<file path="src/design/temporal_soften_threshold_average_defines.svh">
// ----------------------------------------------------------------------------
// temporal soften assertion macros
// clocked assertion helpers used by the temporal soften controller
// ----------------------------------------------------------------------------
`ifndef TEMPORAL_SOFTEN_THRESHOLD_AVERAGE_DEFINES_SVH
`define TEMPORAL_SOFTEN_THRESHOLD_AVERAGE_DEFINES_SVH

// plain clocked property, disabled during reset
`define TSTA_ASSERT(label, prop, msg) \
	label: assert property (@(posedge clk) disable iff (!arst_n) (prop)) else $error(msg);

// same-cycle implication
`define TSTA_ASSERT_IMP(label, cond, conseq, msg) \
	`TSTA_ASSERT(label, (cond) |-> (conseq), msg)

`endif

</file>
<file path="src/design/tsta_pkg.sv">
// ----------------------------------------------------------------------------
// tsta_pkg
// shared constants, register indexes, controller states, command and status types
// ----------------------------------------------------------------------------
package tsta_pkg;

	// parameter defaults
	localparam int SAMPLE_BITS_DEF = 16;
	localparam int MAX_FRAMES_DEF  = 16;

	// fixed field widths
	localparam int SAMPLE_W     = 16;
	localparam int OUT_W        = 16;
	localparam int FC_BITS      = 5;
	localparam int THR_BITS     = 16;
	localparam int CFG_IDX_BITS = 1;
	localparam int CFG_DATA_W   = 16;

	// register indexes
	localparam logic [CFG_IDX_BITS-1:0] REG_FRAME_COUNT = 1'd0;
	localparam logic [CFG_IDX_BITS-1:0] REG_THRESHOLD   = 1'd1;

	// register reset values
	localparam logic [FC_BITS-1:0]  FRAME_COUNT_RST = 5'd3;
	localparam logic [THR_BITS-1:0] THRESHOLD_RST   = 16'd0;

	// controller states
	typedef enum logic [1:0] {
		ST_IDLE,
		ST_DIV,
		ST_OUT
	} state_t;

	// controller to datapath
	typedef struct packed {
		logic accept;
		logic start_div;
		logic div_step;
		logic load_out;
	} cmd_t;

	// datapath to controller
	typedef struct packed {
		logic completes;
	} status_t;

endpackage

</file>
<file path="src/design/temporal_soften_threshold_average.sv">
// non-final samples of a group: one word per cycle, no result
// group-closing sample: result word computed by the one-bit-per-cycle restoring divider and
//   loaded once any waiting result word is taken; input held off meanwhile, next word
//   taken after the controller returns to idle
// a waiting result does not block input until the next group closes
// reset: frame_count 3, threshold 0, no open group, no result pending
// ----------------------------------------------------------------------------
// temporal_soften_threshold_average
// threshold-gated temporal average of one pixel position over a frame group
// ----------------------------------------------------------------------------
module temporal_soften_threshold_average #(
	parameter int SAMPLE_BITS = tsta_pkg::SAMPLE_BITS_DEF,
	parameter int MAX_FRAMES  = tsta_pkg::MAX_FRAMES_DEF
) (
	input  logic                              clk,
	input  logic                              arst_n,
	input  logic                              cfg_valid,
	output logic                              cfg_ready,
	input  logic [tsta_pkg::CFG_IDX_BITS-1:0] cfg_index,
	input  logic [tsta_pkg::CFG_DATA_W-1:0]   cfg_data,
	input  logic                              in_valid,
	output logic                              in_ready,
	input  logic [tsta_pkg::SAMPLE_W-1:0]     sample,
	input  logic                              first_of_pixel,
	output logic                              out_valid,
	input  logic                              out_ready,
	output logic [tsta_pkg::OUT_W-1:0]        softened_sample
);
	import tsta_pkg::*;

	cmd_t    cmd;
	status_t status;

	// config writes are always taken
	assign cfg_ready = 1'b1;

	// sequencer
	tsta_ctrl #(
		.SAMPLE_BITS(SAMPLE_BITS),
		.MAX_FRAMES (MAX_FRAMES)
	) u_ctrl (
		.clk       (clk),
		.arst_n    (arst_n),
		.in_valid  (in_valid),
		.in_ready  (in_ready),
		.out_valid (out_valid),
		.out_ready (out_ready),
		.status    (status),
		.cmd       (cmd)
	);

	// accumulate and divide
	tsta_datapath #(
		.SAMPLE_BITS(SAMPLE_BITS),
		.MAX_FRAMES (MAX_FRAMES)
	) u_datapath (
		.clk             (clk),
		.arst_n          (arst_n),
		.cfg_valid       (cfg_valid),
		.cfg_index       (cfg_index),
		.cfg_data        (cfg_data),
		.sample          (sample),
		.first_of_pixel  (first_of_pixel),
		.cmd             (cmd),
		.status          (status),
		.softened_sample (softened_sample)
	);

endmodule

</file>
<file path="src/design/tsta_datapath.sv">
// ----------------------------------------------------------------------------
// tsta_datapath
// config registers, threshold accumulate, and bit-serial rounding divider
// ----------------------------------------------------------------------------
module tsta_datapath #(
	parameter int SAMPLE_BITS = tsta_pkg::SAMPLE_BITS_DEF,
	parameter int MAX_FRAMES  = tsta_pkg::MAX_FRAMES_DEF
) (
	input  logic                               clk,
	input  logic                               arst_n,
	input  logic                               cfg_valid,
	input  logic [tsta_pkg::CFG_IDX_BITS-1:0]  cfg_index,
	input  logic [tsta_pkg::CFG_DATA_W-1:0]    cfg_data,
	input  logic [tsta_pkg::SAMPLE_W-1:0]      sample,
	input  logic                               first_of_pixel,
	input  tsta_pkg::cmd_t                     cmd,
	output tsta_pkg::status_t                  status,
	output logic [tsta_pkg::OUT_W-1:0]         softened_sample
);
	import tsta_pkg::*;

	localparam int LW  = $clog2(MAX_FRAMES);
	localparam int SW  = SAMPLE_BITS + LW;
	localparam int CW  = $clog2(MAX_FRAMES + 1);
	localparam int FEW = FC_BITS + 1;

	logic [FC_BITS-1:0]     frame_count_q;
	logic [THR_BITS-1:0]    threshold_q;
	logic [SAMPLE_BITS-1:0] center_q;
	logic [SW-1:0]          sum_q;
	logic [CW-1:0]          seen_q;
	logic [CW-1:0]          rem_q;
	logic [SW-1:0]          quo_q;
	logic [CW-1:0]          divisor_q;
	logic [OUT_W-1:0]       softened_q;

	logic [SAMPLE_BITS-1:0] s;
	logic [SAMPLE_BITS-1:0] diff;
	logic [SAMPLE_BITS-1:0] addend;
	logic [SW-1:0]          new_sum;
	logic [CW-1:0]          new_seen;
	logic                   open;
	logic [FEW-1:0]         fc_wide;
	logic [FEW-1:0]         fc_eff;
	logic [CW-1:0]          eff;
	logic [SW-1:0]          dividend;
	logic [CW:0]            trial;
	logic                   ge;

	// effective count: zero acts as one, saturate at the frame limit
	always_comb begin
		fc_wide = FEW'(frame_count_q);
		fc_eff  = fc_wide;
		if (fc_wide == '0) begin
			fc_eff = FEW'(1);
		end
		if (fc_wide > FEW'(MAX_FRAMES)) begin
			fc_eff = FEW'(MAX_FRAMES);
		end
		eff = CW'(fc_eff);
	end

	// neighbor select and running sum update
	always_comb begin
		s        = sample[SAMPLE_BITS-1:0];
		diff     = (s >= center_q) ? (s - center_q) : (center_q - s);
		addend   = (THR_BITS'(diff) <= threshold_q) ? s : center_q;
		new_sum  = first_of_pixel ? SW'(s) : (sum_q + SW'(addend));
		new_seen = first_of_pixel ? CW'(1) : (seen_q + CW'(1));
		open     = first_of_pixel || (seen_q != '0);
		dividend = new_sum + SW'(eff >> 1);
	end

	assign status.completes = open && (new_seen >= eff);

	// divider trial subtract
	always_comb begin
		trial = {rem_q, quo_q[SW-1]};
		ge    = (trial >= {1'b0, divisor_q});
	end

	// configuration registers
	always_ff @(posedge clk or negedge arst_n) begin
		if (!arst_n) begin
			frame_count_q <= FRAME_COUNT_RST;
			threshold_q   <= THRESHOLD_RST;
		end else if (cfg_valid) begin
			case (cfg_index)
				REG_FRAME_COUNT: frame_count_q <= cfg_data[FC_BITS-1:0];
				REG_THRESHOLD:   threshold_q   <= cfg_data[THR_BITS-1:0];
				default: ;
			endcase
		end
	end

	// group state
	always_ff @(posedge clk or negedge arst_n) begin
		if (!arst_n) begin
			center_q <= '0;
			sum_q    <= '0;
			seen_q   <= '0;
		end else if (cmd.accept && open) begin
			if (first_of_pixel) begin
				center_q <= s;
			end
			if (status.completes) begin
				sum_q  <= '0;
				seen_q <= '0;
			end else begin
				sum_q  <= new_sum;
				seen_q <= new_seen;
			end
		end
	end

	// restoring divider over the full sum width, one quotient bit a cycle
	always_ff @(posedge clk) begin
		if (cmd.start_div) begin
			rem_q     <= '0;
			quo_q     <= dividend;
			divisor_q <= eff;
		end else if (cmd.div_step) begin
			rem_q <= ge ? CW'(trial - {1'b0, divisor_q}) : trial[CW-1:0];
			quo_q <= {quo_q[SW-2:0], ge};
		end
	end

	// output word register, low bits of the quotient
	always_ff @(posedge clk) begin
		if (cmd.load_out) begin
			softened_q <= OUT_W'(quo_q);
		end
	end

	assign softened_sample = softened_q;

endmodule

</file>
<file path="src/design/tsta_ctrl.sv">
// ----------------------------------------------------------------------------
// tsta_ctrl
// sequencer for accumulate, divide and output handoff
// ----------------------------------------------------------------------------
`include "temporal_soften_threshold_average_defines.svh"

module tsta_ctrl #(
	parameter int SAMPLE_BITS = tsta_pkg::SAMPLE_BITS_DEF,
	parameter int MAX_FRAMES  = tsta_pkg::MAX_FRAMES_DEF
) (
	input  logic              clk,
	input  logic              arst_n,
	input  logic              in_valid,
	output logic              in_ready,
	output logic              out_valid,
	input  logic              out_ready,
	input  tsta_pkg::status_t status,
	output tsta_pkg::cmd_t    cmd
);
	import tsta_pkg::*;

	localparam int DIV_STEPS = SAMPLE_BITS + $clog2(MAX_FRAMES);
	localparam int IW = $clog2(DIV_STEPS);
	localparam logic [IW-1:0] LAST_STEP = IW'(DIV_STEPS - 1);

	state_t        state_q, state_d;
	logic [IW-1:0] iter_q, iter_d;
	logic          out_valid_q;

	// state and step counter
	always_ff @(posedge clk or negedge arst_n) begin
		if (!arst_n) begin
			state_q <= ST_IDLE;
			iter_q  <= '0;
		end else begin
			state_q <= state_d;
			iter_q  <= iter_d;
		end
	end

	// next state and commands
	always_comb begin
		state_d  = state_q;
		iter_d   = iter_q;
		cmd      = '0;
		in_ready = 1'b0;
		case (state_q)
			ST_IDLE: begin
				in_ready   = 1'b1;
				cmd.accept = in_valid;
				if (in_valid && status.completes) begin
					cmd.start_div = 1'b1;
					iter_d        = '0;
					state_d       = ST_DIV;
				end
			end
			ST_DIV: begin
				cmd.div_step = 1'b1;
				iter_d       = iter_q + IW'(1);
				if (iter_q == LAST_STEP) begin
					state_d = ST_OUT;
				end
			end
			ST_OUT: begin
				if (!out_valid_q || out_ready) begin
					cmd.load_out = 1'b1;
					state_d      = ST_IDLE;
				end
			end
			default: begin
				state_d = ST_IDLE;
			end
		endcase
	end

	// output word valid
	always_ff @(posedge clk or negedge arst_n) begin
		if (!arst_n) begin
			out_valid_q <= 1'b0;
		end else if (cmd.load_out) begin
			out_valid_q <= 1'b1;
		end else if (out_ready) begin
			out_valid_q <= 1'b0;
		end
	end

	assign out_valid = out_valid_q;

	// divide runs a fixed number of steps before handoff
	`TSTA_ASSERT(a_div_len, cmd.start_div |-> ##(DIV_STEPS + 1) (state_q == ST_OUT), "divide length")
	// a waiting word is never overwritten
	`TSTA_ASSERT_IMP(a_no_overwrite, cmd.load_out, !out_valid_q || out_ready, "word overwritten")
	// a new word only follows a load
	`TSTA_ASSERT(a_valid_src, $rose(out_valid_q) |-> $past(cmd.load_out), "valid without load")

endmodule
</file>
<file path="config.mk">
export PLATFORM = sky130hd
export DESIGN_NAME = temporal_soften_threshold_average
export DESIGN_NICKNAME = d
export VERILOG_FILES = /design/src/design/tsta_pkg.sv /design/src/design/temporal_soften_threshold_average.sv /design/src/design/tsta_datapath.sv /design/src/design/tsta_ctrl.sv
export VERILOG_INCLUDE_DIRS = /design/src /design/src/design
export SDC_FILE = /design/constraint.sdc
export NUM_CORES = 1
export LEC_CHECK = 0
export BUFFER_PORTS_ARGS = -buffer_cell sky130_fd_sc_hd__buf_4
export CELL_PAD_IN_SITES_DETAIL_PLACEMENT = 1
export CELL_PAD_IN_SITES_GLOBAL_PLACEMENT = 2
export CORE_UTILIZATION = 30
export DETAILED_ROUTE_END_ITERATION = 16
export PLACE_DENSITY = 0.66
export SKIP_LAST_GASP = 1
export SYNTH_ARGS = -nofsm -noshare
export SYNTH_HDL_FRONTEND = slang
export SYNTH_HIERARCHICAL = 1
export SYNTH_SLANG_ARGS = --single-unit
</file>
<file path="constraint.sdc">
create_clock -name clk -period 10.4 [get_ports clk]
set_input_delay 0.52 -clock clk [delete_from_list [all_inputs] [get_ports clk]]
set_output_delay 0.52 -clock clk [all_outputs]
set_load 0.02 [all_outputs]
</file>
# ---- After elaboration in Yosys (flattened, before gate mapping)
# Cells that the tools add are included.
dict set report totals {
  regBits 116
  inputBits 39
  out_inout_bits 19
}
dict set report classes {
  add_sub_neg 7
  magnitude_cmp 5
  eq_ne 6
  mux 25
  n_bitwise 1
  n_reduce_logical 17
}
# cell n
set ops {}
lappend ops {{20-bit 2-to-1 mux} 4}
lappend ops {{16-bit 2-to-1 mux} 2}
lappend ops {{16-bit subtractor} 2}
lappend ops {{5-bit 2-to-1 mux} 6}
lappend ops {{20-bit by 16-bit adder with 20-bit output} 1}
lappend ops {{20-bit by 4-bit adder with 20-bit output} 1}
lappend ops {{16-bit greater-or-equal comparator} 1}
lappend ops {{16-bit less-or-equal comparator} 1}
lappend ops {{5-bit by 1-bit adder with 5-bit output, second input constant} 2}
lappend ops {{5-bit one-hot mux with 2 select lines} 1}
lappend ops {{2-bit 2-to-1 mux} 4}
lappend ops {{2-bit AND reduction} 4}
lappend ops {{1-bit 2-to-1 mux} 7}
lappend ops {{6-bit by 5-bit greater-or-equal comparator with 1-bit output} 1}
lappend ops {{2-bit by 1-bit inequality test with 1-bit output, second input constant} 3}
lappend ops {{2-bit one-hot mux with 3 select lines} 1}
lappend ops {{2-bit nonzero test} 3}
lappend ops {{5-bit == test, second input constant} 1}
lappend ops {{5-bit greater-or-equal comparator} 1}
lappend ops {{5-bit > comparator, second input constant} 1}
lappend ops {{5-bit logical NOT} 1}
lappend ops {{5-bit nonzero test} 1}
lappend ops {{5-bit subtractor} 1}
lappend ops {{1-bit logical AND} 3}
lappend ops {{7 further kinds} 8}

# ---- Logic depth before layout (Yosys ltp)
dict set report depth {
  word_depth 10
  mapped_depth 37
  ltp_nobuf 36
}

# ---- Cells and area by module
# The synthesis kept the hierarchy.
# module instances cells_per_inst area_per_inst_um2 seq_area_each_um2
set modules_own_cells {}
lappend modules_own_cells {tsta_datapath 1 974 8699.6 2885.3}
lappend modules_own_cells {tsta_ctrl 1 39 404.1 200.2}
lappend modules_own_cells {temporal_soften_threshold_average 1 2 11.3 0.0}

# ---- Worst setup path before layout
# OpenSTA, ideal clock, no wires.
dict set report synth_timing {
  path_type {input to register}
  start {input port sample[0] in the netlist's numbering}
  end {register u_datapath.quo_q[19] (data pin)}
  setup_ns 0.267
  t_arrival_ns 7.320
  required_time_ns 10.133
  path_slack_ns 2.813
  cell_stages 36
  path_buffers 4
  cell_sequence {inv_1 > ha_1 > inv_1 > fa_1 > a21o_1 > a211o_1 > a21oi_1 > o2111ai_1 > o211ai_1 > buf_2 > buf_2 > mux2_2 > ha_1 > nor2b_1 > o21a_1 > o21a_1 > o21a_1 > o21a_1 > o2111ai_1 > and2_1 > clkbuf_1 > o211ai_1 > ha_1 > inv_1 > fa_1 > mux2i_1 > ha_1 > a21o_1 > a21oi_1 > o21bai_1 > nand3b_1 > or3_1 > clkbuf_1 > nor4_1 > a41o_1 > o211ai_1}
}
dict set report synth_between {
  elab_chain_cells 8
}
# element line_no
set synth_rtl {}
lappend synth_rtl {{from (decl)} temporal_soften_threshold_average.sv:23} ;# input logic [tsta_pkg::SAMPLE_W-1:0] sample,
lappend synth_rtl {{16-bit subtractor or 16-bit greater-or-equal comparator (tied branches)} tsta_datapath.sv:66} ;# diff = (s >= center_q) ? (s - center_q) : (center_q - s);
lappend synth_rtl {{16-bit 2-to-1 mux} tsta_datapath.sv:66}
lappend synth_rtl {{16-bit less-or-equal comparator} tsta_datapath.sv:67} ;# addend = (THR_BITS'(diff) <= threshold_q) ? s : center_q;
lappend synth_rtl {{16-bit 2-to-1 mux} tsta_datapath.sv:67}
lappend synth_rtl {{20-bit by 16-bit adder with 20-bit output} tsta_datapath.sv:68} ;# new_sum = first_of_pixel ? SW'(s) : (sum_q + SW'(addend));
lappend synth_rtl {{20-bit 2-to-1 mux (*)} tsta_datapath.sv:68}
lappend synth_rtl {{20-bit by 4-bit adder with 20-bit output (*)} tsta_datapath.sv:71} ;# dividend = new_sum + SW'(eff >> 1);
lappend synth_rtl {{20-bit 2-to-1 mux (*)} tsta_datapath.sv:118} ;# if (cmd.start_div) begin
lappend synth_rtl {{to (signal assigned)} tsta_datapath.sv:120} ;# quo_q <= dividend;
lappend synth_rtl {{to (signal assigned)} tsta_datapath.sv:124} ;# quo_q <= {quo_q[SW-2:0], ge};
lappend synth_rtl {{to (decl)} tsta_datapath.sv:33} ;# logic [SW-1:0] quo_q;
# Every way passes the cells marked *; elsewhere a longest branch is shown, timed or not.
# A chain may end at the register's enable or synchronous reset.

# ---- Worst setup path in the final report
dict set report layout_timing {
  start {register u_datapath.center_q[0]}
  end {register u_datapath.quo_q[19] (data pin)}
}
dict set report layout_between {
  elab_chain_cells 8
}
# element line_no
set layout_rtl {}
lappend layout_rtl {{from (decl)} tsta_datapath.sv:29} ;# logic [SAMPLE_BITS-1:0] center_q;
lappend layout_rtl {{from (signal assigned)} tsta_datapath.sv:104} ;# center_q <= s;
lappend layout_rtl {{16-bit subtractor or 16-bit greater-or-equal comparator (tied branches)} tsta_datapath.sv:66}
lappend layout_rtl {{16-bit 2-to-1 mux} tsta_datapath.sv:66}
lappend layout_rtl {{16-bit less-or-equal comparator} tsta_datapath.sv:67}
lappend layout_rtl {{16-bit 2-to-1 mux (*)} tsta_datapath.sv:67}
lappend layout_rtl {{20-bit by 16-bit adder with 20-bit output (*)} tsta_datapath.sv:68}
lappend layout_rtl {{20-bit 2-to-1 mux (*)} tsta_datapath.sv:68}
lappend layout_rtl {{20-bit by 4-bit adder with 20-bit output (*)} tsta_datapath.sv:71}
lappend layout_rtl {{20-bit 2-to-1 mux (*)} tsta_datapath.sv:118}
# Marked as above.

==> results.cfg <==
[run_status]
outcome = complete, no violations

[cts]
cts_tree = built
cts_root_buf = clkbuf_16
insertion_delay_ns = 0.44
numCtsBuffers = 17
htreeDepth = 4
postCtsSetupBuffers = 0
clockBufferDepth = 2
clk_pin_slew_ns = 0.08
clock-sinks = 116
post_cts_resized = 0
cts_hold_buf = 0

[sta]
rsz0062_at_grt = no
finalCritPeriodShare = 0.816
fmax_mhz = 118
finalCriticalPeriod_ns = 8.49
hold_viol = 0
whs_ns = 0.248
relSlewSlack = 0.324
skew_ns = 0.0158
fin_tns_setup_ns = 0
drv_slew = 0
tightest_slew_ns = 1.01
setup_viol = 0

[critical_path]
required_ns = 10.55
slowest_stage = or3_1
rrSetupSlack_ns = 1.91
cp-start-kind = flip-flop
arrival_ns = 8.64
critPathMostFrequentCell = ha_1
cp-end-kind = flip-flop
path_class = reg2reg
worstPathMaxFanout = 20
cpPeakStageDelay_ns = 0.66

[global_routing]
antenna_found_initial = 0
grt_pass1_wl_um = 43400
grt_pass1_vias = 7813
grt-ovfl-total = 0
gr-usage-all-layers = 0.180
grt_start_max_net_pins = 71

[routing]
drt_wl_total_um = 26500
postRouteAntennaNets = 0
drt_pass1_iterations = 4
drt_iter0_markers = 365
vias = 7668
avgViaCountPerCell = 5.29
wire_per_inst_um = 18.2
drc = 0

[logic_synthesis]
ys.flop_type = dfrtp_1
synth.avg_cell_area_um2 = 8.98
synth_cell_types = 89
syn_nets = 1140
yosys_warnings = 6
synth_edf_count = 41
netlist_instances = 1015
synth_area_mm2 = 0.00911
ys_ff_latch = 116
ys_seq_area_frac = 0.339
ys_async_sr_fraction = 0.603

[floorplan]
dieArea_mm2 = 0.0311
io_pins = 58
die_x_um = 176
dieHeight_um = 176
rows = 63
start_util = 0.306
core_mm2 = 0.0298

[hold_path]
holdCritPathClass = in2async

[finish]
layout-drive-gt1-share = 0.151
seq_area_mm2 = 0.00309
filler_cell_count = 3469
stdcell_count = 1450
n_antenna_cell = 0
multiInputGateArea_mm2 = 0.00549
area_growth_syn_to_layout_pct = 15.0
nets = 1172

[placement]
hpwl_um = 19700
dp.cells = 1418
portBuffers = 56
gp_congestion = 0.798

[flow_run]
drv_cap = 0
-- cells by family after synthesis --
family,share of synthesized area
flip-flops,0.339
multiplexers,0.0537
XOR/XNOR,0.0307
buffers and inverters,0.0607
AO/OA/AOI/OAI,0.233
other,0.000411
adder cells (fa/ha/maj),0.122
AND/OR/NAND/NOR,0.161
-- worst max-delay path, delay by kind of cell (launching register included) --
family,cells,cell delay [ns]
fa+ha+maj,5,1.65
flops,1,0.39
mux,2,0.48
simple gates,9,2.52
buf+inv,3,0.43
compound gates,14,2.62
xor+xnor,1,0.09
-- area by class of cell --
cell class | count | share of cell area
multi-input combinational | 758 | 0.524
sequential | 116 | 0.294
timing repair buffer | 65 | 0.0466
tap | 390 | 0.0466
clock buffer | 17 | 0.0406
inverter | 89 | 0.0321
clock inverter | 15 | 0.0155
-- flip-flops by register name, indices dropped and copies added (netlist names), 16 cells and up --
register                    cells
u_datapath/center_q            16
u_datapath/quo_q               20
u_datapath/softened_sample     16
u_datapath/sum_q               20
u_datapath/threshold_q         16
-- path summary, 6_finish.rpt --
check	cells past startpoint	to	startpoint
setup / recovery	34	u_datapath/quo_q[19]	u_datapath/center_q[0]
hold / removal	1	u_datapath/threshold_q[8]	arst_n
setup reg to reg	34	u_datapath/quo_q[19]	u_datapath/center_q[0]
hold reg to reg	0	u_datapath/softened_sample[10]	u_datapath/quo_q[10]
max in group asynchronous	1	u_datapath/sum_q[14]	arst_n
min in group clk	2	u_datapath/threshold_q[11]	cfg_data[11]
-- metrics by stage --
step	instance area [um^2]	setup WS (ns)	utilization
after detailed placement	9890	1.72	0.332
final	10500	1.91	0.352
after global placement	9890	1.82	0.332
after floorplan	9110	2.81	-
after global routing	10500	1.19	0.352
after CTS	10500	1.94	0.352
-- metal layers --
metal | global-route usage | wire length (um) | vias up
met5 | 0 | 0 | -
met4 | 0.0467 | 255 | 0
met3 | 0.0286 | 564 | 12
met2 | 0.299 | 12700 | 70
met1 | 0.241 | 13000 | 3806
li1 | - | - | 3780
-- placed cells by master, fill, tap and decap left out, types with 4 or more instances in the layout --
cell / count
nand2b_1: 9
nor3_1: 13
o211ai_1: 24
a2bb2oi_1: 15
o31ai_1: 20
a31oi_1: 9
nand4_1: 28
o21bai_1: 6
and3_1: 5
nand2_1: 97
nand3_1: 21
o21a_1: 8
or3_1: 11
o21ai_1: 7
or2_2: 4
a21oi_1: 61
mux2i_1: 14
edfxtp_1: 41
inv_1: 87
mux2_2: 31
dfrtp_1: 68
a211oi_1: 5
nor2_1: 52
fa_1: 5
o21ai_0: 61
nor2b_1: 12
a221oi_1: 5
xor2_1: 10
o22ai_1: 6
xnor2_1: 22
buf_4: 65
and4_1: 6
ha_1: 81
a21o_1: 30
inv_6: 8
dfxtp_1: 5
clkbuf_16: 17
-- cells in the mapped netlist, drive strengths merged (6+ instances only) --
cell / n / area (um^2)
nand2: 97 / 364
inv: 89 / 337
ha: 81 / 1010
dfrtp: 68 / 1700
o21ai: 68 / 340
a21oi: 63 / 323
nor2: 52 / 195
edfxtp: 41 / 1230
clkbuf: 39 / 146
mux2: 31 / 349
a21o: 30 / 225
nand4: 30 / 200
o211ai: 25 / 193
nand3: 22 / 115
xnor2: 22 / 193
o31ai: 20 / 150
nor3: 16 / 96.4
a2bb2oi: 15 / 131
mux2i: 14 / 140
buf: 13 / 70.1
nor2b: 13 / 88.8
a31oi: 11 / 81.3
or3: 11 / 68.8
nand2b: 10 / 70.1
xor2: 10 / 87.6
o21a: 8 / 60.1
a211oi: 7 / 65.1
and4: 6 / 52.6
o21bai: 6 / 45.0
o22ai: 6 / 37.5
Power is not shown: default switching activity piles up to over one toggle a cycle in this logic, so the estimate is an artifact.
